--- config.mk ---
export PLATFORM = sky130hd
export DESIGN_NAME = block_rms_meter
export DESIGN_NICKNAME = d
export VERILOG_FILES = /design/src/rms_pkg.sv /design/src/rms_sub_unit.sv /design/src/block_rms_meter.sv
export SDC_FILE = /design/constraint.sdc
export NUM_CORES = 1
export LEC_CHECK = 0
export ABC_AREA = 1
export BUFFER_PORTS_ARGS = -buffer_cell sky130_fd_sc_hd__buf_2
export CELL_PAD_IN_SITES_DETAIL_PLACEMENT = 1
export CELL_PAD_IN_SITES_GLOBAL_PLACEMENT = 1
export CORE_ASPECT_RATIO = 0.5
export CORE_MARGIN = 4
export CORE_UTILIZATION = 35
export CTS_BUF_LIST = sky130_fd_sc_hd__clkbuf_8
export DETAILED_ROUTE_END_ITERATION = 8
export PLACE_DENSITY_LB_ADDON = 0.1
export SETUP_SLACK_MARGIN = 0.4
export SLEW_MARGIN = 20
export SYNTH_ARGS = -nofsm -noshare
export SYNTH_HDL_FRONTEND = slang
export SYNTH_SLANG_ARGS = --single-unit
--- constraint.sdc ---
create_clock -name clk -period 8.76 [get_ports clk]
set_clock_uncertainty 0.1 [all_clocks]
set_input_delay 0.876 -clock clk [delete_from_list [all_inputs] [get_ports clk]]
set_output_delay 0.876 -clock clk [all_outputs]
set_load 0.02 [all_outputs]
--- src/rms_pkg.sv ---
// ----------------------------------------------------------------------------
// rms_pkg
// Shared widths, state encoding and shared-unit request/response types for
// the RMS meter.
// ----------------------------------------------------------------------------
package rms_pkg;

  localparam int SAMPLE_W        = 16;
  localparam int SUM_W           = 47;
  localparam int CNT_W           = 17;
  localparam int RMS_W           = 16;
  localparam int S_DATA_W        = 16;
  localparam int M_DATA_W        = 40;
  localparam int MAX_SAMPLES_DEF = 65536;

  // Shared subtract/compare unit and iteration bookkeeping
  localparam int UNIT_W     = 20;
  localparam int REM_W      = 18;
  localparam int SQ_W       = 32;
  localparam int MEAN_W     = 31;
  localparam int ITER_W     = 6;
  localparam int DIV_STEPS  = SUM_W;
  localparam int SQRT_STEPS = SQ_W / 2;

  typedef enum logic [1:0] {
    ST_IDLE,
    ST_DIV,
    ST_SQRT,
    ST_HOLD
  } state_t;

  typedef struct packed {
    logic [UNIT_W-1:0] a;
    logic [UNIT_W-1:0] b;
  } unit_req_t;

  typedef struct packed {
    logic [UNIT_W-1:0] diff;
    logic              ge;
  } unit_rsp_t;

endpackage

--- src/rms_sub_unit.sv ---
// ----------------------------------------------------------------------------
// rms_sub_unit
// Shared trial subtractor: a - b with a greater-or-equal flag. Serves both
// the restoring divider and the digit-by-digit square root.
// ----------------------------------------------------------------------------
module rms_sub_unit
  import rms_pkg::*;
(
  input  unit_req_t req,
  output unit_rsp_t rsp
);

  logic [UNIT_W:0] wide;

  assign wide     = {1'b0, req.a} - {1'b0, req.b};
  assign rsp.diff = wide[UNIT_W-1:0];
  assign rsp.ge   = ~wide[UNIT_W];

endmodule

--- src/block_rms_meter.sv ---
// ----------------------------------------------------------------------------
// block_rms_meter
// Block RMS meter: sums squared samples, then on the last sample of a block
// emits floor(sqrt(floor(sum / count))), the count and an overflow flag.
// ----------------------------------------------------------------------------
//
//  Channel | Dir | tdata bits (low first)                | side bits
//  --------+-----+---------------------------------------+-------------------
//  s_*     | in  | [15:0] sample (signed)                | tlast = last_sample
//  m_*     | out | [15:0] rms_value, [32:16] sample_count | tuser = overflow
//          |     | [39:33] zero                          |
//
//  Flow: a word without tlast is taken every cycle while the sequencer
//  is idle. A word with tlast starts the result pass: restoring division
//  (one quotient bit per cycle), then square root (one root bit per
//  cycle), both on one shared subtractor, then a hold state that loads the
//  output register: s_tready is low after such a word until that load.
//  Reset: rst (synchronous, active high) clears the sum, count, overflow
//  flag, the sequencer and m_tvalid.
//  Stalls: a result waits in the output register while m_tready is low;
//  new words are taken meanwhile, and the sequencer holds only when a
//  second result is ready before the first has been taken.
//
module block_rms_meter
  import rms_pkg::*;
#(
  parameter int MAX_SAMPLES = MAX_SAMPLES_DEF
) (
  input  logic                clk,
  input  logic                rst,
  // Input stream
  input  logic                s_tvalid,
  output logic                s_tready,
  input  logic [S_DATA_W-1:0] s_tdata,   // [15:0] sample
  input  logic                s_tlast,   // last_sample
  // Result stream
  output logic                m_tvalid,
  input  logic                m_tready,
  output logic [M_DATA_W-1:0] m_tdata,   // [15:0] rms_value, [32:16] sample_count
  output logic                m_tuser    // overflow
);

  // --------------------------------------------------------------------------
  // Accumulator
  // --------------------------------------------------------------------------
  logic [SUM_W-1:0]      square_sum;
  logic [CNT_W-1:0]      count_so_far;
  logic                  dropped_flag;

  logic                  accept;
  logic [SAMPLE_W-1:0]   mag;
  logic [2*SAMPLE_W-1:0] sq;
  logic                  can_add;
  logic [SUM_W-1:0]      sum_next;
  logic [CNT_W-1:0]      count_next;
  logic                  dropped_next;

  assign accept  = s_tvalid && s_tready;
  // Two's complement magnitude; the most negative value maps to 0x8000
  assign mag     = s_tdata[SAMPLE_W-1] ? (~s_tdata + SAMPLE_W'(1)) : s_tdata;
  assign sq      = mag * mag;
  assign can_add = count_so_far < CNT_W'(MAX_SAMPLES);

  always_comb begin
    if (can_add) begin
      sum_next     = square_sum + SUM_W'(sq);
      count_next   = count_so_far + CNT_W'(1);
      dropped_next = dropped_flag;
    end else begin
      // Block too long: drop the word, flag it
      sum_next     = square_sum;
      count_next   = count_so_far;
      dropped_next = 1'b1;
    end
  end

  always_ff @(posedge clk) begin
    if (rst) begin
      square_sum   <= '0;
      count_so_far <= '0;
      dropped_flag <= 1'b0;
    end else if (accept) begin
      if (s_tlast) begin
        // Block ends: totals move to the work registers, start fresh
        square_sum   <= '0;
        count_so_far <= '0;
        dropped_flag <= 1'b0;
      end else begin
        square_sum   <= sum_next;
        count_so_far <= count_next;
        dropped_flag <= dropped_next;
      end
    end
  end

  // --------------------------------------------------------------------------
  // Sequencer
  // --------------------------------------------------------------------------
  state_t            state;
  state_t            state_next;
  logic [ITER_W-1:0] iter;
  logic              div_done;
  logic              sqrt_done;
  logic              out_free;

  assign div_done  = (iter == ITER_W'(DIV_STEPS - 1));
  assign sqrt_done = (iter == ITER_W'(SQRT_STEPS - 1));
  assign out_free  = !m_tvalid || m_tready;

  always_comb begin
    state_next = state;
    unique case (state)
      ST_IDLE: if (accept && s_tlast) state_next = ST_DIV;
      ST_DIV:  if (div_done)          state_next = ST_SQRT;
      ST_SQRT: if (sqrt_done)         state_next = ST_HOLD;
      ST_HOLD: if (out_free)          state_next = ST_IDLE;
      default:                        state_next = ST_IDLE;
    endcase
  end

  always_ff @(posedge clk) begin
    if (rst) begin
      state <= ST_IDLE;
    end else begin
      state <= state_next;
    end
  end

  // --------------------------------------------------------------------------
  // Shared subtractor and its operand selection
  // --------------------------------------------------------------------------
  logic [SUM_W-1:0]  div_q;      // dividend shifts out the top, quotient in
  logic [REM_W-1:0]  div_rem;
  logic [CNT_W-1:0]  work_cnt;
  logic              work_ovf;
  logic [SQ_W-1:0]   sq_val;
  logic [REM_W-1:0]  sq_rem;
  logic [RMS_W-1:0]  root;

  logic [REM_W-1:0]  div_shift;
  logic [UNIT_W-1:0] sq_shift;
  logic [SUM_W-1:0]  q_next;
  logic [MEAN_W-1:0] mean;

  unit_req_t unit_req;
  unit_rsp_t unit_rsp;

  assign div_shift = {div_rem[CNT_W-1:0], div_q[SUM_W-1]};
  assign sq_shift  = {sq_rem, sq_val[SQ_W-1 -: 2]};
  assign q_next    = {div_q[SUM_W-2:0], unit_rsp.ge};
  // A zero count gives a zero mean
  assign mean      = (work_cnt == '0) ? '0 : q_next[MEAN_W-1:0];

  always_comb begin
    s_tready   = 1'b0;
    unit_req.a = '0;
    unit_req.b = '0;
    unique case (state)
      ST_IDLE: begin
        s_tready = 1'b1;
      end
      ST_DIV: begin
        unit_req.a = UNIT_W'(div_shift);
        unit_req.b = UNIT_W'(work_cnt);
      end
      ST_SQRT: begin
        unit_req.a = sq_shift;
        unit_req.b = UNIT_W'({root, 2'b01});
      end
      ST_HOLD: begin
        s_tready = 1'b0;
      end
      default: begin
        s_tready = 1'b0;
      end
    endcase
  end

  rms_sub_unit u_sub (
    .req (unit_req),
    .rsp (unit_rsp)
  );

  // --------------------------------------------------------------------------
  // Work registers: divide, then square root
  // --------------------------------------------------------------------------
  always_ff @(posedge clk) begin
    if (rst) begin
      iter <= '0;
    end else begin
      unique case (state)
        ST_IDLE: iter <= '0;
        ST_DIV:  iter <= div_done ? '0 : iter + ITER_W'(1);
        ST_SQRT: iter <= iter + ITER_W'(1);
        ST_HOLD: iter <= '0;
        default: iter <= '0;
      endcase
    end
  end

  always_ff @(posedge clk) begin
    unique case (state)
      ST_IDLE: begin
        if (accept && s_tlast) begin
          // Fold the last word in and latch the block totals
          div_q    <= sum_next;
          div_rem  <= '0;
          work_cnt <= count_next;
          work_ovf <= dropped_next;
        end
      end
      ST_DIV: begin
        div_q   <= q_next;
        div_rem <= unit_rsp.ge ? unit_rsp.diff[REM_W-1:0] : div_shift;
        if (div_done) begin
          sq_val <= SQ_W'(mean);
          sq_rem <= '0;
          root   <= '0;
        end
      end
      ST_SQRT: begin
        sq_val <= {sq_val[SQ_W-3:0], 2'b00};
        if (unit_rsp.ge) begin
          sq_rem <= unit_rsp.diff[REM_W-1:0];
          root   <= {root[RMS_W-2:0], 1'b1};
        end else begin
          sq_rem <= sq_shift[REM_W-1:0];
          root   <= {root[RMS_W-2:0], 1'b0};
        end
      end
      ST_HOLD: begin
        // hold work registers
      end
      default: begin
      end
    endcase
  end

  // --------------------------------------------------------------------------
  // Output register
  // --------------------------------------------------------------------------
  logic load_out;

  assign load_out = (state == ST_HOLD) && out_free;

  always_ff @(posedge clk) begin
    if (rst) begin
      m_tvalid <= 1'b0;
    end else if (load_out) begin
      m_tvalid <= 1'b1;
    end else if (m_tready) begin
      m_tvalid <= 1'b0;
    end
  end

  always_ff @(posedge clk) begin
    if (load_out) begin
      m_tdata <= M_DATA_W'({work_cnt, root});
      m_tuser <= work_ovf;
    end
  end

endmodule

# [Yosys cells after proc, flatten, opt, wreduce, memory -nomap -nowiden]
# Index checks and enable logic that the tools add are counted.
[op_classes] n_lt_le_gt_ge=1 add_sub_neg=5 bitwise_logic=2 n_reduce_logical=15 n_mul=1 mux=32 n_eq_ne=9
[op_table] cell="$mux W47" count=3
[op_table] cell="$pmux W47 S2" count=1
[op_table] cell="$pmux W40 S2" count=1
[op_table] cell="$mux W17" count=4
[op_table] cell="$pmux W32 S2" count=1
[op_table] cell="$add A47 B32 Y47" count=1
[op_table] cell="$mux W18" count=2
[op_table] cell="$pmux W18 S2" count=1
[op_table] cell="$pmux W17 S2" count=1
[op_table] cell="$mul A16 B16 Y32" count=1
[op_table] cell="$mux W16" count=2
[op_table] cell="$mux W32" count=1
[op_table] cell="$pmux W16 S2" count=1
[op_table] cell="$mux W31" count=1
[op_table] cell="$sub A20 B20 Y21" count=1
[op_table] cell="$pmux W6 S3" count=1
[op_table] cell="$add A17 B1 Y17 const B" count=1
[op_table] cell="$logic_not A17 Y1" count=1
[op_table] cell="$lt A17 B17 Y1 const B" count=1
[op_table] cell="$add A16 B1 Y16 const B" count=1
[op_table] cell="$not A16 Y16" count=1
[op_table] cell="$mux W2" count=4
[op_table] cell="$ne A2 B2 Y1 const B" count=4
[op_table] cell="$pmux W2 S4" count=1
[op_table] cell="16 further kinds" count=28
[totals] wordCells=80 in_bits=21 ff_bits=256 output_inout_bits=43

# [Longest topological paths before layout]
[depth] depth_word=8 depth_mapped=39 ltp_nobuf=39

# [By module]
# From an unflattened synthesis, not the netlist that was laid out.
[hier_totals] cells_unflattened=2869 hier_area_um2=22412.7
[modules_own_cells] module="block_rms_meter" area_per_inst_um2=21101.5 seq_area_each_um2=6946.7 cells_each=2610 instances=1
[modules_own_cells] module="rms_sub_unit" area_per_inst_um2=1311.3 seq_area_each_um2=0.0 cells_each=259 instances=1

# [Worst setup path before layout]
# Ideal clock, no wire load.
[synth_timing] path_type="input-to-reg" from="input port s_tdata[0]" to="register div_q[25] (data pin)" arrival_ns=7.096 slack_ns=1.298 setup_ns=0.267 stages=35 required_ns=8.393 n_path_buf=2 cell_sequence="inv_1 > clkbuf_1 > ha_1 > nand3_2 > inv_1 > nand3_1 > xor2_1 > nand2_1 > nand2_1 > buf_2 > nor2_1 > inv_1 > fa_1 > inv_1 > fa_1 > inv_1 > fa_1 > inv_1 > fa_1 > fa_1 > inv_1 > fa_1 > inv_1 > ha_1 > nand2_1 > inv_1 > nand2_1 > nand2_1 > a21oi_1 > nand3_1 > or2_2 > nand3_1 > nand2_1 > nand2_1 > o21ai_0"
[synth_via] elab_chain_len=8
[synth_lines] item="start: declaration" line="block_rms_meter.sv:34" rtl="input logic [S_DATA_W-1:0] s_tdata,"
[synth_lines] item="$not A16 Y16" line="block_rms_meter.sv:60" rtl="assign mag = s_tdata[SAMPLE_W-1] ? (~s_tdata + SAMPLE_W'(1)) : s_tdata;"
[synth_lines] item="$add A16 B1 Y16" line="block_rms_meter.sv:60"
[synth_lines] item="$mux W16 *" line="block_rms_meter.sv:60"
[synth_lines] item="$mul A16 B16 Y32 *" line="block_rms_meter.sv:61" rtl="assign sq = mag * mag;"
[synth_lines] item="$add A47 B32 Y47 *" line="block_rms_meter.sv:66" rtl="sum_next = square_sum + SUM_W'(sq);"
[synth_lines] item="$mux W47 *" line="block_rms_meter.sv:65" rtl="if (can_add) begin"
[synth_lines] item="$mux W47 *" line="block_rms_meter.sv:204" rtl="if (accept && s_tlast) begin"
[synth_lines] item="$pmux W47 S2 *" line="block_rms_meter.sv:202" rtl="unique case (state)"
[synth_lines] item="end signal: assignment" line="block_rms_meter.sv:206" rtl="div_q <= sum_next;"
[synth_lines] item="end signal: assignment" line="block_rms_meter.sv:213" rtl="div_q <= q_next;"
[synth_lines] item="end: declaration" line="block_rms_meter.sv:132" rtl="logic [SUM_W-1:0] div_q;"
# Every way passes the cells marked *; elsewhere a longest branch is shown, timed or not. The select of a mux whose other input is x is not followed.
# A chain may end at the register's enable or synchronous reset.

# [Final worst setup path]
# Ends and elaborated chain as after synthesis.

==> impl_metrics.tcl <==
set metrics [dict create \
    max_clock_freq_mhz 127 \
    clock_latency_ns 0.60 \
    tns_ns 0 \
    worstPathMaxFanout 7 \
    grt_use_met1_pct 29.9 \
    grt_pass1_vias 18679 \
    die_area_sq_um 67400 \
    detail_route.first_pass.iterations 5 \
    async_flop_share_pct 0 \
    postCtsResizedCells 0 \
    yosysTopAreaCellShare_pct 24.7 \
    synth_compound_area_share_pct 8.13 \
    avgSynthCellArea_sq_um 8.07 \
    die_w_um 363 \
    critPathLaunch "s_tdata[0]" \
    postRouteAntennaNets 0 \
    fillers 7493 \
    rrSetupSlack_ns 3.73 \
    max-slew-margin-rel_pct 35.8 \
    yosys_warnings 0 \
    yosys-top-cells-count "nand2_1 (709), inv_1 (573), fa_1 (196)" \
    cpMostUsedCell "inv_1" \
    status "finished, final reports clean" \
    cp-end-kind "flip-flop" \
    portBuffers 56 \
    gr-usage-met2_pct 32.9 \
    core_area_sq_um 61800 \
    synth_fa_ha_area_share_pct 25.2 \
    synth-xor-area-share_pct 2.14 \
    grt_pass1_wl_mm 107 \
    hp-start "work_ovf" \
    top_usage_layer "met2" \
    vias 17512 \
    synth_area_leaders "edfxtp_1 (25%), fa_1 (18%), nand2_1 (12%)" \
    rows 64 \
    setup_viol 0 \
    crit_path_max_incr_delay_ns 0.55 \
    muxShareOfSynthArea_pct 0 \
    syn_area_sq_um 22100 \
    gp_congestion 0.895 \
    fin_area_sq_um 24200 \
    cts_buffer_depth 3 \
    placed_area_sq_um 23300 \
    cts-htree-levels 2 \
    multi_input_area_sq_um 12600 \
    routed_via_density 4.78 \
    grt-ovfl-total 0 \
    maxCapViolCount 0 \
    clk_pin_slew_worst_paths_ns 0.06 \
    layout_min_cycle_time_ns 7.88 \
    route.detailed.drc 0 \
    synth_edf_count 182 \
    start_util_pct 35.7 \
    synth_flop_cell "edfxtp_1" \
    hp-class "flip-flop to flip-flop" \
    synth.distinct_cells 58 \
    areaGrowthSynthToFinish_pct 9.69 \
    synth_cells 2739 \
    post-synth-top-count-cell "nand2_1" \
    routed_wl_mm 67.2 \
    cts_tree "built" \
    final.period_utilization_pct 89.9 \
    slowest_stage "fa_1" \
    synth_top_cell_by_area "edfxtp_1" \
    synth_simple_gate_area_share_pct 21.0 \
    fin_nets 3149 \
    drtIter0Drc 1024 \
    ys_seq_area_share_pct 31.4 \
    tightest_slew_ns 0.963 \
    cts.sink_count 256 \
    cp.required_ns 8.97 \
    antenna_found_initial 2 \
    crit_type "input pin to flip-flop" \
    rsz0062_at_grt "no" \
    cp-start-kind "input pin" \
    grt_start_max_net_pins 79 \
    ios 64 \
    seq_area_sq_um 6950 \
    r2r-start "square_sum[13]" \
    hold_violations 0 \
    slew_viol_final 0 \
    cts_setup_buffers 0 \
    grt.total_usage_pct 20.4 \
    synth-seq-cells 256 \
    synth_top_family_by_area "adder cells" \
    ctsHoldBuffers 0 \
    numCtsBuffers 45 \
    layout-drive-gt1-share_pct 8.00 \
    post_drt_wl_per_cell_um 18.4 \
    fin_util_pct 39.2 \
    grtUsageMet3_pct 2.29 \
    die_y_um 186 \
    clock-root-buffer "clkbuf_8" \
    critPathArrivalTime_ns 8.08 \
    dp_hpwl_mm 52.7 \
    num_antenna_cells 0 \
]
==> layout by cell type (no fill, tap or decap), types with 4 or more instances in the layout <==
| cell | netlist | final |
|---|---|---|
| or2_2 | 19 | 19 |
| xor2_1 | 26 | 26 |
| a21oi_1 | 127 | 126 |
| inv_1 | 573 | 591 |
| o22ai_1 | 6 | 6 |
| a31oi_1 | 15 | 15 |
| clkbuf_8 | 0 | 48 |
| ha_1 | 132 | 130 |
| o21ai_1 | 8 | 8 |
| xnor2_1 | 21 | 21 |
| nor3_1 | 15 | 15 |
| nand4_1 | 12 | 12 |
| buf_4 | 11 | 28 |
| inv_2 | 17 | 17 |
| edfxtp_1 | 182 | 182 |
| a22oi_1 | 15 | 15 |
| conb_1 | 2 | 18 |
| clkinv_1 | 0 | 9 |
| dfxtp_1 | 74 | 74 |
| nor2_1 | 191 | 190 |
| o21bai_1 | 8 | 8 |
| buf_2 | 10 | 56 |
| o21ai_2 | 5 | 5 |
| o21ai_0 | 86 | 84 |
| a21o_1 | 5 | 5 |
| nand2_1 | 709 | 708 |
| o22ai_2 | 4 | 4 |
| nor4_1 | 11 | 11 |
| nand3_1 | 118 | 118 |
| nor2_4 | 3 | 4 |
| a32o_1 | 5 | 5 |
| nand3b_1 | 9 | 9 |
| nand2_2 | 10 | 11 |
| nor2_2 | 5 | 5 |
| fa_1 | 196 | 196 |
| a22o_1 | 10 | 10 |
==> worst paths after layout <==
path,cells past startpoint,to
worst max-delay path,35,div_q[25]
worst min-delay path,0,m_tuser
worst max register to register,20,div_q[22]
worst min register to register,0,m_tuser
==> per-stage QoR <==
step | instances | hold WS (ns) | setup WS (ns)
CTS | 3662 | 0.336 | 0.936
detailed placement | 3578 | 0.321 | 0.307
global route | 3662 | 0.356 | 0.459
floorplan | 2755 | 0.300 | 1.30
finish | 3662 | 0.333 | 0.884
global placement | 3577 | 0.317 | 0.423
==> routing by layer <==
metal  part of all wire, %  vias up
met5                 0.018        -
li1                      -     8608
met3                   3.5       61
met4                   1.4        2
met2                    44      241
met1                    52     8600
==> sequential cells by signal (all words and copies together) (netlist names) <==
register	cells
count_so_far	17
div_q	47
root	16
state	2
sq_val	32
m_tuser	1
square_sum	47
work_cnt	17
m_tdata	33
sq_rem	18
dropped_flag	1
iter	6
m_tvalid	1
work_ovf	1
div_rem	17
==> layout make-up <==
class,count,share of cell area [%]
Timing Repair Buffer,85,2.14
Clock inverter,36,1.01
Multi-Input combinational cell,1821,52.0
Clock buffer,48,2.73
Inverter,591,9.17
Sequential cell,256,28.7
Tap cell,825,4.26
==> cells by family after synthesis <==
group	count (synthesis)
compound gates	308
xor+xnor	50
fa+ha+maj	328
buf+inv	678
flops	256
other cells	2
simple gates	1117
==> worst max-delay path: cells and delay by family <==
family                   cells  cell delay, ns
AO/OA/AOI/OAI                2            0.43
XOR/XNOR                     1            0.16
adder cells (fa/ha/maj)      8            3.74
buffers and inverters       11            0.97
AND/OR/NAND/NOR             13            1.87
Power is not shown: default switching activity piles up to over one toggle a cycle in this logic, so the estimate is an artifact.
